**src/rtl/core/tpsa_pkg.sv**
```systemverilog
// Package for the two-pool slot allocator: request and result payload types,
// status and function codes, sequencer states. No dependencies.
package tpsa_pkg;

    localparam int HANDLE_W = 6;
    localparam int BYTES_W  = 16;
    localparam int OUT_W    = 5;

    localparam logic       FUNC_ALLOC = 1'b0;
    localparam logic       FUNC_FREE  = 1'b1;

    localparam logic       CFG_SMALL_BYTES = 1'b0;
    localparam logic       CFG_LARGE_BYTES = 1'b1;

    localparam logic [2:0] ST_OK          = 3'd0;
    localparam logic [2:0] ST_TOO_LARGE   = 3'd1;
    localparam logic [2:0] ST_NO_SLOT     = 3'd2;
    localparam logic [2:0] ST_DOUBLE_FREE = 3'd3;
    localparam logic [2:0] ST_UNKNOWN     = 3'd4;

    typedef struct packed {
        logic                func;
        logic [BYTES_W-1:0]  request_bytes;
        logic [HANDLE_W-1:0] slot_handle;
    } t_request;

    typedef struct packed {
        logic [2:0]       status;
        logic [OUT_W-1:0] granted_slot;
        logic [OUT_W-1:0] small_in_use;
        logic [OUT_W-1:0] large_in_use;
    } t_result;

    typedef enum logic [3:0] {
        S_IDLE,
        S_SIZE_LG,
        S_SIZE_SM,
        S_SCAN_SM,
        S_SCAN_LG,
        S_FREE_DEC,
        S_FREE_SM,
        S_FREE_LG,
        S_DONE
    } t_state;

endpackage

```
**src/rtl/core/two_pool_slot_allocator.sv**
```systemverilog
// Two-pool fixed-size slot allocator: sequencer, slot marks, in-use counts.
// Depends on tpsa_pkg.
//
//  channel   handshake          payload
//  --------  -----------------  -----------------------------------
//  request   start, busy        i_req   (func, request_bytes, slot_handle)
//  result    o_done (strobe)    o_result (status, granted_slot, counts)
//  config    i_cfg_we           i_cfg_idx, i_cfg_data
//
// Allocate: two size checks through one shared 16-bit comparator, a scan
// that tests the slot marks one at a time, then the result cycle; a size
// above the large limit goes straight to the result after the first check.
// Free: handle decode, slot mark test, result; a handle outside both pools skips the test.
// busy stays high from acceptance through the o_done cycle.
// Synchronous active-low reset frees all slots and restores the size limits.
// The receiver cannot stall; o_done marks each result for one cycle.
module two_pool_slot_allocator #(
    parameter int NUM_SMALL_SLOTS = 16,
    parameter int NUM_LARGE_SLOTS = 16
) (
    input  logic               i_clk,
    input  logic               i_rst_n,
    input  logic               start,
    output logic               busy,
    input  tpsa_pkg::t_request i_req,
    output logic               o_done,
    output tpsa_pkg::t_result  o_result,
    input  logic               i_cfg_we,
    input  logic               i_cfg_idx,
    input  logic [15:0]        i_cfg_data
);
    import tpsa_pkg::*;

    localparam int SIW = (NUM_SMALL_SLOTS > 1) ? $clog2(NUM_SMALL_SLOTS) : 1;
    localparam int LIW = (NUM_LARGE_SLOTS > 1) ? $clog2(NUM_LARGE_SLOTS) : 1;
    localparam int IW  = (SIW > LIW) ? SIW : LIW;
    localparam int SCW = $clog2(NUM_SMALL_SLOTS + 1);
    localparam int LCW = $clog2(NUM_LARGE_SLOTS + 1);

    t_state r_state, n_state;

    logic [BYTES_W-1:0]         r_small_bytes, r_large_bytes;
    logic [BYTES_W-1:0]         r_req_bytes, n_req_bytes;
    logic [HANDLE_W-1:0]        r_handle, n_handle;
    logic [IW-1:0]              r_idx, n_idx;
    logic [2:0]                 r_status, n_status;
    logic [HANDLE_W-1:0]        r_granted, n_granted;
    logic [NUM_SMALL_SLOTS-1:0] r_small_map, n_small_map;
    logic [NUM_LARGE_SLOTS-1:0] r_large_map, n_large_map;
    logic [SCW-1:0]             r_small_cnt, n_small_cnt;
    logic [LCW-1:0]             r_large_cnt, n_large_cnt;

    logic                accept;
    logic [BYTES_W-1:0]  cmp_b;
    logic                cmp_gt;
    logic [SIW-1:0]      idx_s;
    logic [LIW-1:0]      idx_l;
    logic                mark;
    logic                last_s, last_l;
    logic [HANDLE_W:0]   handle_x;
    logic [HANDLE_W:0]   handle_lg;
    logic                in_small, in_large;
    logic [HANDLE_W-1:0] grant_s, grant_l;
    logic [HANDLE_W:0]   small_cnt_x, large_cnt_x;

    assign accept = start && !busy;

    // shared comparator: request size against the limit of the current check
    assign cmp_b  = (r_state == S_SIZE_LG) ? r_large_bytes : r_small_bytes;
    assign cmp_gt = r_req_bytes > cmp_b;

    assign idx_s  = r_idx[SIW-1:0];
    assign idx_l  = r_idx[LIW-1:0];
    assign last_s = r_idx == IW'(NUM_SMALL_SLOTS - 1);
    assign last_l = r_idx == IW'(NUM_LARGE_SLOTS - 1);
    assign mark   = (r_state == S_SCAN_SM || r_state == S_FREE_SM) ?
                    r_small_map[idx_s] : r_large_map[idx_l];

    assign handle_x  = {1'b0, r_handle};
    assign handle_lg = handle_x - (HANDLE_W+1)'(NUM_SMALL_SLOTS);
    assign in_small  = handle_x < (HANDLE_W+1)'(NUM_SMALL_SLOTS);
    assign in_large  = handle_x < (HANDLE_W+1)'(NUM_SMALL_SLOTS + NUM_LARGE_SLOTS);

    assign grant_s = HANDLE_W'(idx_s);
    assign grant_l = HANDLE_W'(NUM_SMALL_SLOTS) + HANDLE_W'(idx_l);

    // next state
    always_comb begin
        n_state = r_state;
        case (r_state)
            S_IDLE: begin
                if (accept) begin
                    n_state = (i_req.func == FUNC_FREE) ? S_FREE_DEC : S_SIZE_LG;
                end
            end
            S_SIZE_LG:  n_state = cmp_gt ? S_DONE : S_SIZE_SM;
            S_SIZE_SM:  n_state = cmp_gt ? S_SCAN_LG : S_SCAN_SM;
            S_SCAN_SM: begin
                if (!mark) begin
                    n_state = S_DONE;
                end else if (last_s) begin
                    n_state = S_SCAN_LG;
                end
            end
            S_SCAN_LG: begin
                if (!mark || last_l) begin
                    n_state = S_DONE;
                end
            end
            S_FREE_DEC: begin
                if (in_small) begin
                    n_state = S_FREE_SM;
                end else if (in_large) begin
                    n_state = S_FREE_LG;
                end else begin
                    n_state = S_DONE;
                end
            end
            S_FREE_SM:  n_state = S_DONE;
            S_FREE_LG:  n_state = S_DONE;
            S_DONE:     n_state = S_IDLE;
            default:    n_state = S_IDLE;
        endcase
    end

    // datapath updates
    always_comb begin
        n_req_bytes = r_req_bytes;
        n_handle    = r_handle;
        n_idx       = r_idx;
        n_status    = r_status;
        n_granted   = r_granted;
        n_small_map = r_small_map;
        n_large_map = r_large_map;
        n_small_cnt = r_small_cnt;
        n_large_cnt = r_large_cnt;
        case (r_state)
            S_IDLE: begin
                if (accept) begin
                    n_req_bytes = i_req.request_bytes;
                    n_handle    = i_req.slot_handle;
                    n_status    = ST_OK;
                    n_granted   = '0;
                end
            end
            S_SIZE_LG: begin
                if (cmp_gt) begin
                    n_status = ST_TOO_LARGE;
                end
            end
            S_SIZE_SM: begin
                n_idx = '0;
            end
            S_SCAN_SM: begin
                if (!mark) begin
                    n_small_map[idx_s] = 1'b1;
                    n_small_cnt        = r_small_cnt + SCW'(1);
                    n_granted          = grant_s;
                end else if (last_s) begin
                    n_idx = '0;
                end else begin
                    n_idx = r_idx + IW'(1);
                end
            end
            S_SCAN_LG: begin
                if (!mark) begin
                    n_large_map[idx_l] = 1'b1;
                    n_large_cnt        = r_large_cnt + LCW'(1);
                    n_granted          = grant_l;
                end else if (last_l) begin
                    n_status = ST_NO_SLOT;
                end else begin
                    n_idx = r_idx + IW'(1);
                end
            end
            S_FREE_DEC: begin
                if (in_small) begin
                    n_idx = IW'(r_handle);
                end else if (in_large) begin
                    n_idx = IW'(handle_lg);
                end else begin
                    n_status = ST_UNKNOWN;
                end
            end
            S_FREE_SM: begin
                if (!mark) begin
                    n_status = ST_DOUBLE_FREE;
                end else begin
                    n_small_map[idx_s] = 1'b0;
                    n_small_cnt        = r_small_cnt - SCW'(1);
                end
            end
            S_FREE_LG: begin
                if (!mark) begin
                    n_status = ST_DOUBLE_FREE;
                end else begin
                    n_large_map[idx_l] = 1'b0;
                    n_large_cnt        = r_large_cnt - LCW'(1);
                end
            end
            default: begin
            end
        endcase
    end

    always_ff @(posedge i_clk) begin
        if (!i_rst_n) begin
            r_state       <= S_IDLE;
            r_small_bytes <= 16'd64;
            r_large_bytes <= 16'd1024;
            r_small_map   <= '0;
            r_large_map   <= '0;
            r_small_cnt   <= '0;
            r_large_cnt   <= '0;
        end else begin
            r_state     <= n_state;
            r_small_map <= n_small_map;
            r_large_map <= n_large_map;
            r_small_cnt <= n_small_cnt;
            r_large_cnt <= n_large_cnt;
            if (i_cfg_we) begin
                if (i_cfg_idx == CFG_SMALL_BYTES) begin
                    r_small_bytes <= i_cfg_data;
                end else begin
                    r_large_bytes <= i_cfg_data;
                end
            end
        end
    end

    always_ff @(posedge i_clk) begin
        r_req_bytes <= n_req_bytes;
        r_handle    <= n_handle;
        r_idx       <= n_idx;
        r_status    <= n_status;
        r_granted   <= n_granted;
    end

    // outputs
    assign small_cnt_x = (HANDLE_W+1)'(r_small_cnt);
    assign large_cnt_x = (HANDLE_W+1)'(r_large_cnt);

    always_comb begin
        busy                  = r_state != S_IDLE;
        o_done                = r_state == S_DONE;
        o_result.status       = r_status;
        o_result.granted_slot = r_granted[OUT_W-1:0];
        o_result.small_in_use = small_cnt_x[OUT_W-1:0];
        o_result.large_in_use = large_cnt_x[OUT_W-1:0];
    end

    a_done_then_idle: assert property (@(posedge i_clk) disable iff (!i_rst_n)
        o_done |=> !busy)
        else $error("busy held after result strobe");

    a_accept_busy: assert property (@(posedge i_clk) disable iff (!i_rst_n)
        (start && !busy) |=> busy && !o_done)
        else $error("accepted request did not raise busy");

    a_small_count: assert property (@(posedge i_clk) disable iff (!i_rst_n)
        32'(r_small_cnt) == 32'($countones(r_small_map)))
        else $error("small in-use count disagrees with slot marks");

    a_large_count: assert property (@(posedge i_clk) disable iff (!i_rst_n)
        32'(r_large_cnt) == 32'($countones(r_large_map)))
        else $error("large in-use count disagrees with slot marks");

    a_err_no_grant: assert property (@(posedge i_clk) disable iff (!i_rst_n)
        (o_done && o_result.status != ST_OK) |-> o_result.granted_slot == '0)
        else $error("granted slot reported on an error");

endmodule

```
**config.mk**
```make
export PLATFORM = sky130hd
export DESIGN_NAME = two_pool_slot_allocator
export DESIGN_NICKNAME = d
export VERILOG_FILES = /design/src/rtl/core/tpsa_pkg.sv /design/src/rtl/core/two_pool_slot_allocator.sv
export SDC_FILE = /design/constraint.sdc
export NUM_CORES = 1
export LEC_CHECK = 0
export BUFFER_PORTS_ARGS = -buffer_cell sky130_fd_sc_hd__buf_2
export CAP_MARGIN = 20
export CORE_MARGIN = 8
export CORE_UTILIZATION = 50
export CTS_CLUSTER_DIAMETER = 30
export DETAILED_ROUTE_END_ITERATION = 10
export HOLD_SLACK_MARGIN = 0.15
export PLACE_DENSITY = 0.79
export SLEW_MARGIN = 20
export SYNTH_ARGS = -nofsm -noshare
export SYNTH_HDL_FRONTEND = slang
export SYNTH_SLANG_ARGS = --single-unit
```
**constraint.sdc**
```tcl
create_clock -name i_clk -period 9.7 [get_ports i_clk]
set_input_delay 0.97 -clock i_clk [delete_from_list [all_inputs] [get_ports i_clk]]
set_output_delay 0.97 -clock i_clk [all_outputs]
set_load 0.05 [all_outputs]
```
=== Word level (Yosys, flattened, before mapping) ===
Index checks and enable logic that the tools add are counted.

* Flip-flop bits (word level): 112
* Bits of input ports: 44
* Output and inout bits: 20
* Word-level logic and storage cells: 127

* Add/subtract/negate cells: 7
* Order comparisons: 5
* Equal/unequal tests: 25
* Multiplexer cells: 49
* Bitwise gates (word level): 6
* Reduce and logical (&&, ||, !) cells: 23

{| class="wikitable"
|+ Operators by type and width
! kind !! count
|-
| $mux 16 || 5
|-
| $pmux 16 s2 || 2
|-
| $mux 4 || 13
|-
| $mux 5 || 7
|-
| $and 16x16->16 || 2
|-
| $or 16x16->16 || 2
|-
| $ne 2x2->1 const B || 14
|-
| $pmux 4 s7 || 1
|-
| $mux 3 || 9
|-
| $pmux 5 s2 || 2
|-
| $eq 4x3->1 const B || 4
|-
| $gt 16x16->1 || 1
|-
| $not 16->16 || 1
|-
| $pmux 4 s4 || 1
|-
| $pmux 3 s5 || 1
|-
| $pmux 5 s3 || 1
|-
| $add 5x1->5 const B || 2
|-
| $sub 5x1->5 const B || 2
|-
| $reduce_and 3->1 || 3
|-
| $bmux 1 s4 || 2
|-
| $eq 4x2->1 const B || 2
|-
| $eq 4x4->1 const B || 2
|-
| $reduce_and 8->1 || 1
|-
| $reduce_bool 4->1 || 2
|-
| 23 further kinds || 33
|}

=== Longest topological paths before layout ===
Gate-level depths: netlist (run 1).

* Depth in word-level cells: 8
* Depth in mapped cells: 15
* Mapped depth without buffers: 11

=== Worst setup path before layout (run 1) ===
OpenSTA, ideal clock, no wires.

* Kind: register -> register
* From: register r_state[0]
* To: register r_status[0], enable pin
* Setup time: 0.345 ns
* Arrival time: 3.043 ns
* Required time: 9.355 ns
* Setup slack: 6.312 ns
* Cell stages (with the launch flop): 15
* Buffers on the path: 4
* Cell sequence: dfxtp_1 -> buf_2 -> buf_2 -> nor2b_1 -> clkbuf_1 -> nand2_1 -> buf_2 -> mux2i_1 -> ha_1 -> nand4_1 -> a2111oi_0 -> nor2_1 -> a21oi_1 -> o22ai_1 -> nor3_1

* Longest elaborated chain between the ends: 5

{| class="wikitable"
|+ RTL lines
! element !! RTL line !! source
|-
| from (decl) || two_pool_slot_allocator.sv:40 || <nowiki>t_state r_state, n_state;</nowiki>
|-
| from (signal assigned) || two_pool_slot_allocator.sv:216 || <nowiki>r_state <= n_state;</nowiki>
|-
| $eq 4x1->1 (tied with other cells) || two_pool_slot_allocator.sv:69, two_pool_slot_allocator.sv:137 ||
|-
| $mux 16 (tied with other cells) || two_pool_slot_allocator.sv:69 || <nowiki>assign cmp_b = (r_state == S_SIZE_LG) ? r_large_bytes : r_small_bytes;</nowiki>
|-
| $gt 16x16->1 (tied with other cells) || two_pool_slot_allocator.sv:70 || <nowiki>assign cmp_gt = r_req_bytes > cmp_b;</nowiki>
|-
| $ne 2x2->1 (no line) || - ||
|-
| $reduce_and 8->1 (no line) * || - ||
|-
| to (signal assigned) || two_pool_slot_allocator.sv:235 || <nowiki>r_status <= n_status;</nowiki>
|-
| to (decl) || two_pool_slot_allocator.sv:46 || <nowiki>logic [2:0] r_status, n_status;</nowiki>
|}

Mark *: on every way between the ends. The rest lies on a longest branch, timed or not.
A chain may end at the register's enable or synchronous reset.

=== Final worst setup path (run 1) ===
Same ends and word-level chain as after synthesis.

==> impl_metrics.toml, run 1 <==
[critical_path]
crit_chain = "nor2b_1, nand2_1, mux2_2, ha_1, nor2b_1, o211ai_1, a2111oi_0, nor2_1, a21oi_1, o22ai_1, nor3_1"
critical_path_buf_inv_count = 0
crit_path_frequent_cell = "nor2b_1"
cp_top_family = "simple AND/OR/NAND/NOR gates"
start_kind = "flop"
cp.arrival_ps = 4300
worstPathRequired_ps = 9710
worstPathMaxFanout = 18
crit_type = "flop to flop"
cp_slowest_stage_delay_ps = 650
crit_slowest_cell = "nand2_1"
worst_setup_path_end_kind = "flop"

[route]
ant_nets = 0
routedWlPerCell_um = 17.1
vias = 4720
wl_met1_um = 5910
viasPerCell = 5.89
drc = 0
dr_wl_met3_um = 878
wl_met2_um = 6750
drt_pass1_iterations = 5
drt-total-wl_um = 13700
routed.top_layer = "met4"
drtIter0Drc = 423

[logic_synthesis]
synth_area_leaders = "dfxtp_1, edfxtp_1, nand2_1"
yosys_warnings = 0
ys_ff_latch = 112
yosysSeqAreaShare_pct = 45.4
synthArstFlopShare_pct = 0
synth.most_common_cell = "nand2_1"
synth.avg_cell_area_um2 = 9.21
yosysTopAreaCellShare_pct = 27.4
synth_common_cells = "nand2_1, dfxtp_1, nor2_1"
synth_top_area_cell = "dfxtp_1"
synth_edf_count = 34
synthDistinctLibCells = 57
synth_cells = 618
syn-num-nets = 690
synthFlopType = "dfxtp_1"
synth.cell_area_um2 = 5690

[cts]
numCtsBuffers = 9
clock-sinks = 112
insertion_delay_ps = 360
cts_buffer_depth = 2
cts_tree = "yes"
path_clk_slew_ps = 80
clockRootBuffer = "clkbuf_16"
cts_setup_buffers = 0
hold_buffers = 0
htreeDepth = 3
post_cts_resized = 0

[finish]
final_cells = 802
drive_above_1_share_pct = 14.9
num_antenna_cells = 0
nets = 726
area_growth_pct = 10.4

[global_routing]
grt_antenna_before_repair = 0
grt_usage_pct = 19.0
grt_overflow = 0
grt_pass1_vias = 4782
grt_max_degree = 84
grt_pass1_wl_um = 22900

[placement]
gp_congestion = 0.931
io_buffers = 63
dp.cells = 786
dpl.hpwl_um = 9590

[pwr]
irDropWorstVdd_mv = 0.187
p_leak_nw = 2.57
power_density_nw_per_um2 = 242

[floorplanning]
die_area_um2 = 15100
initial_core_util_pct = 50.5
core-area_um2 = 11300
ios = 64
die_w_um = 123
die_h_um = 123
rows = 39

[sta]
slew_viol_final = 0
timing.final.crit_period_ps = 4290
worstMarginPinSlew_ps = 1050
fmax_mhz = 233
maxSlewHeadroom_pct = 30.1
fin_worst_skew_ps = 9.10
finalSetupViolations = 0
setup_tns_ps = 0
finalHoldViolCount = 0
rsz0062_at_grt = "false"
post-route-period-util_pct = 44.2

[outcome]
status = "finished, final reports clean"

[min_path]
hold_path.class = "flop to flop"

[flow_run]
drv_cap = 0
## stage by stage
| stage | hold WS [ps] | power, mW | setup WS, ps | area (um^2) | util, % |
|---|---|---|---|---|---|
| 5_1_grt | 482 | 1.60 | 5080 | 6290 | 55.8 |
| 3_3_place_gp | 447 | 1.14 | 5710 | 5990 | 53.1 |
| 4_1_cts | 469 | 1.52 | 5510 | 6290 | 55.8 |
| 3_5_place_dp | 455 | 1.15 | 5540 | 5990 | 53.1 |
| 6_report | 472 | 1.52 | 5410 | 6290 | 55.8 |
| 2_1_floorplan | 436 | 1.03 | 6310 | 5690 | - |
## layout make-up
| cell class | count | area (um^2) |
|---|---|---|
| fillers | 1000 | 4980 |
| repair buffers | 64 | 323 |
| multi-input cells | 452 | 2850 |
| well taps | 143 | 179 |
| clock buffers | 10 | 250 |
| clock inverters | 6 | 47.5 |
| inverters | 15 | 56.3 |
| flip-flops and latches | 112 | 2580 |
## worst min-delay path, delay by kind of cell, from the launching register on
kind	cells	cell delay (ps)
AOI/OAI and AO/OA	1	70
and+or+nand+nor	1	50
DFF	1	310
## routing by layer
metal	GRT usage, %	vias to the layer above
met2	32.0	165
met5	0	-
li1	-	2266
met1	23.0	2268
met3	4.69	21
met4	6.85	0
## cell families (layout without fill, tap and decap cells)
logic type               Yosys count  in the layout  share of synthesized area [%]
adder cells (fa/ha/maj)           28             28                           6.42
flip-flops                       112            112                           45.4
buffers and inverters             54             95                           4.68
AO/OA/AOI/OAI                    160            160                           17.8
multiplexers                      35             35                           6.39
AND/OR/NAND/NOR                  217            217                           17.5
XOR/XNOR                          12             12                           1.85
## power breakdown
| part | internal [mW] | switching, mW |
|---|---|---|
| clock network | 0.193 | 0.178 |
| logic | 0.163 | 0.344 |
| registers | 0.571 | 0.0708 |
| total | 0.928 | 0.593 |
## placed cells by master, fill, tap and decap left out, drive strengths merged, types with 9 or more instances in the layout
| cell | synthesis | routed |
|---|---|---|
| clkbuf | 25 | 10 |
| ha | 26 | 26 |
| a21oi | 35 | 35 |
| edfxtp | 34 | 34 |
| mux2i | 34 | 34 |
| a31oi | 19 | 19 |
| dfxtp | 78 | 78 |
| inv | 15 | 19 |
| xnor2 | 9 | 9 |
| buf | 14 | 64 |
| nand3 | 16 | 16 |
| nand2 | 98 | 98 |
| nor2 | 49 | 49 |
| a21boi | 31 | 31 |
| nor2b | 10 | 10 |
| o21ai | 45 | 45 |
## final timing paths
kind                                       from                             to  slack (ps)  depth (start not counted)
setup / recovery        r_state[0]$_SDFFE_PN0P_          r_status[0]$_DFFE_PP_        5410                         11
hold / removal    r_large_bytes[0]$_SDFFE_PN0P_  r_large_bytes[0]$_SDFFE_PN0P_         470                          2
setup reg to reg        r_state[0]$_SDFFE_PN0P_          r_status[0]$_DFFE_PP_        5410                         11
hold reg to reg   r_large_bytes[0]$_SDFFE_PN0P_  r_large_bytes[0]$_SDFFE_PN0P_         470                          2
No activity file was read; power rests on OpenSTA's default activity.
==> run 2, diff against run 1 <==
==> constraint.sdc (replaced) <==
create_clock -name i_clk -period 4.45 [get_ports i_clk]
set_input_delay 0.445 -clock i_clk [delete_from_list [all_inputs] [get_ports i_clk]]
set_output_delay 0.445 -clock i_clk [all_outputs]
set_load 0.05 [all_outputs]
==> impl_metrics.toml, run 2 (synthesis results as in run 1) <==
[outcome]
status = "finished, final reports clean"

[route]
ant_nets = 0
drtIter0Drc = 318
drt_pass1_iterations = 5
routedWlPerCell_um = 16.8
viasPerCell = 5.78
drt-total-wl_um = 13500
vias = 4649
drc = 0

[floorplanning]
rows = 39
ios = 64
die_w_um = 123
die_area_um2 = 15100
core-area_um2 = 11300
die_h_um = 123
initial_core_util_pct = 50.5

[sta]
setup_tns_ps = 0
fin_worst_skew_ps = 5.76
slew_viol_final = 0
fmax_mhz = 263
finalSetupViolations = 0
worstMarginPinSlew_ps = 1010
post-route-period-util_pct = 85.4
timing.final.crit_period_ps = 3800
maxSlewHeadroom_pct = 32.9
finalHoldViolCount = 0
rsz0062_at_grt = "false"

[global_routing]
grt_pass1_vias = 4511
grt_usage_pct = 18.6
grt_overflow = 0
grt_antenna_before_repair = 0
grt_pass1_wl_um = 22200
grt_max_degree = 84

[cts]
cts_setup_buffers = 0
insertion_delay_ps = 360
hold_buffers = 0
cts_tree = "yes"
htreeDepth = 3
clockRootBuffer = "clkbuf_16"
path_clk_slew_ps = 70
numCtsBuffers = 9
post_cts_resized = 0
cts_buffer_depth = 2
clock-sinks = 112

[critical_path]
cp_slowest_stage_delay_ps = 710
r2r_end = "r_status[2]$_DFFE_PP_"
worstPathMaxFanout = 17
crit_slowest_cell = "dfxtp_1"
worstRegToRegCells = 11
critPathCapture = "r_status[2]$_DFFE_PP_"
cp.arrival_ps = 3820
crit_type = "flop to flop"
worst_setup_path_end_kind = "flop"
crit_chain = "nor2_1, nand2_1, buf_4, mux2i_1, ha_1, nand4_1, a2111oi_0, nor2_1, a21oi_1, o22ai_1, nor3_1"
crit_path_start = "r_state[3]$_SDFFE_PN0P_"
r2r_slack_ps = 650
worstPathRequired_ps = 4470
start_kind = "flop"
r2r_start = "r_state[3]$_SDFFE_PN0P_"
crit_path_frequent_cell = "nor2_1"

[pwr]
p_leak_nw = 2.56
power_density_nw_per_um2 = 518
irDropWorstVdd_mv = 0.322
total_power_mw = 3.25

[placement]
gp_congestion = 0.914
dpl.hpwl_um = 9480
io_buffers = 63

[finish]
final_cell_mix = "nand2_1, dfxtp_1, buf_2"
final-seq-area_um2 = 2580
area_growth_pct = 10.1
fillers = 1000
drive_above_1_share_pct = 14.8
num_antenna_cells = 0
layout_commonest_cell = "nand2_1"
nets = 728
multi_input_area_um2 = 2850

[flow_run]
drv_cap = 0

[min_path]
hold_path.class = "input pin to flop"
run 2: cell count changes in the layout (fill, tap and decap cells not counted), sizes merged:
| cell | before | now |
|---|---|---|
| inv | 19 | 15 |
| clkinv | 1 | 3 |
| buf | 64 | 66 |
| clkinvlp | 1 | 3 |
run 2: how the worst min path moves through the flow:
stage / startpoint / endpoint / cells after the start
floorplan: flop / flop / 2
global placement: flop / flop / 2
global route: i_req[6] / r_req_bytes[0]$_DFFE_PP_ / 1
finish: i_req[8] / r_req_bytes[2]$_DFFE_PP_ / 1
detailed placement: r_large_bytes[0]$_SDFFE_PN0P_ / r_large_bytes[0]$_SDFFE_PN0P_ / 2
CTS: i_req[12] / r_req_bytes[6]$_DFFE_PP_ / 1
run 2: where the power goes:
part	internal [mW]	switching, mW	total, mW
Sequential	1.25	0.140	1.39
Combinational	0.361	0.756	1.12
Clock	0.376	0.369	0.745
run 2: layer usage:
metal / GRT usage, % / vias to the layer above / share of wire (%)
li1: - / 2276 / -
met1: 22.7 / 2203 / 43
met5: 0 / - / 0
met2: 30.3 / 146 / 48
met3: 4.92 / 24 / 6.3
met4: 8.38 / 0 / 2.3
run 2: layout make-up:
cell class,instances,share of cell area [%]
inverter,15,0.898
timing repair buffer,66,5.39
sequential,112,41.2
clock inverter,6,0.579
multi-input combinational,452,45.4
clock buffer,10,3.65
tap,143,2.85
run 2: metrics by stage:
step / utilization, % / std cells / setup WS [ps] / area, um^2 / hold WS [ps]
after global placement: 53.2 / 788 / 836 / 6000 / 447
after floorplan: - / 618 / 1060 / 5690 / 436
after CTS: 55.6 / 804 / 678 / 6270 / 246
after global routing: 55.6 / 804 / 258 / 6270 / 243
after detailed placement: 53.3 / 788 / 718 / 6000 / 457
final: 55.6 / 804 / 650 / 6270 / 256
run 2: critical path: cells and delay by family (launching register included):
family	cells	cell delay [ps]
and+or+nand+nor	5	1120
AOI/OAI and AO/OA	3	900
DFF	1	710
adders and majority gates	1	310
buffers and inverters	1	300
muxes	1	110
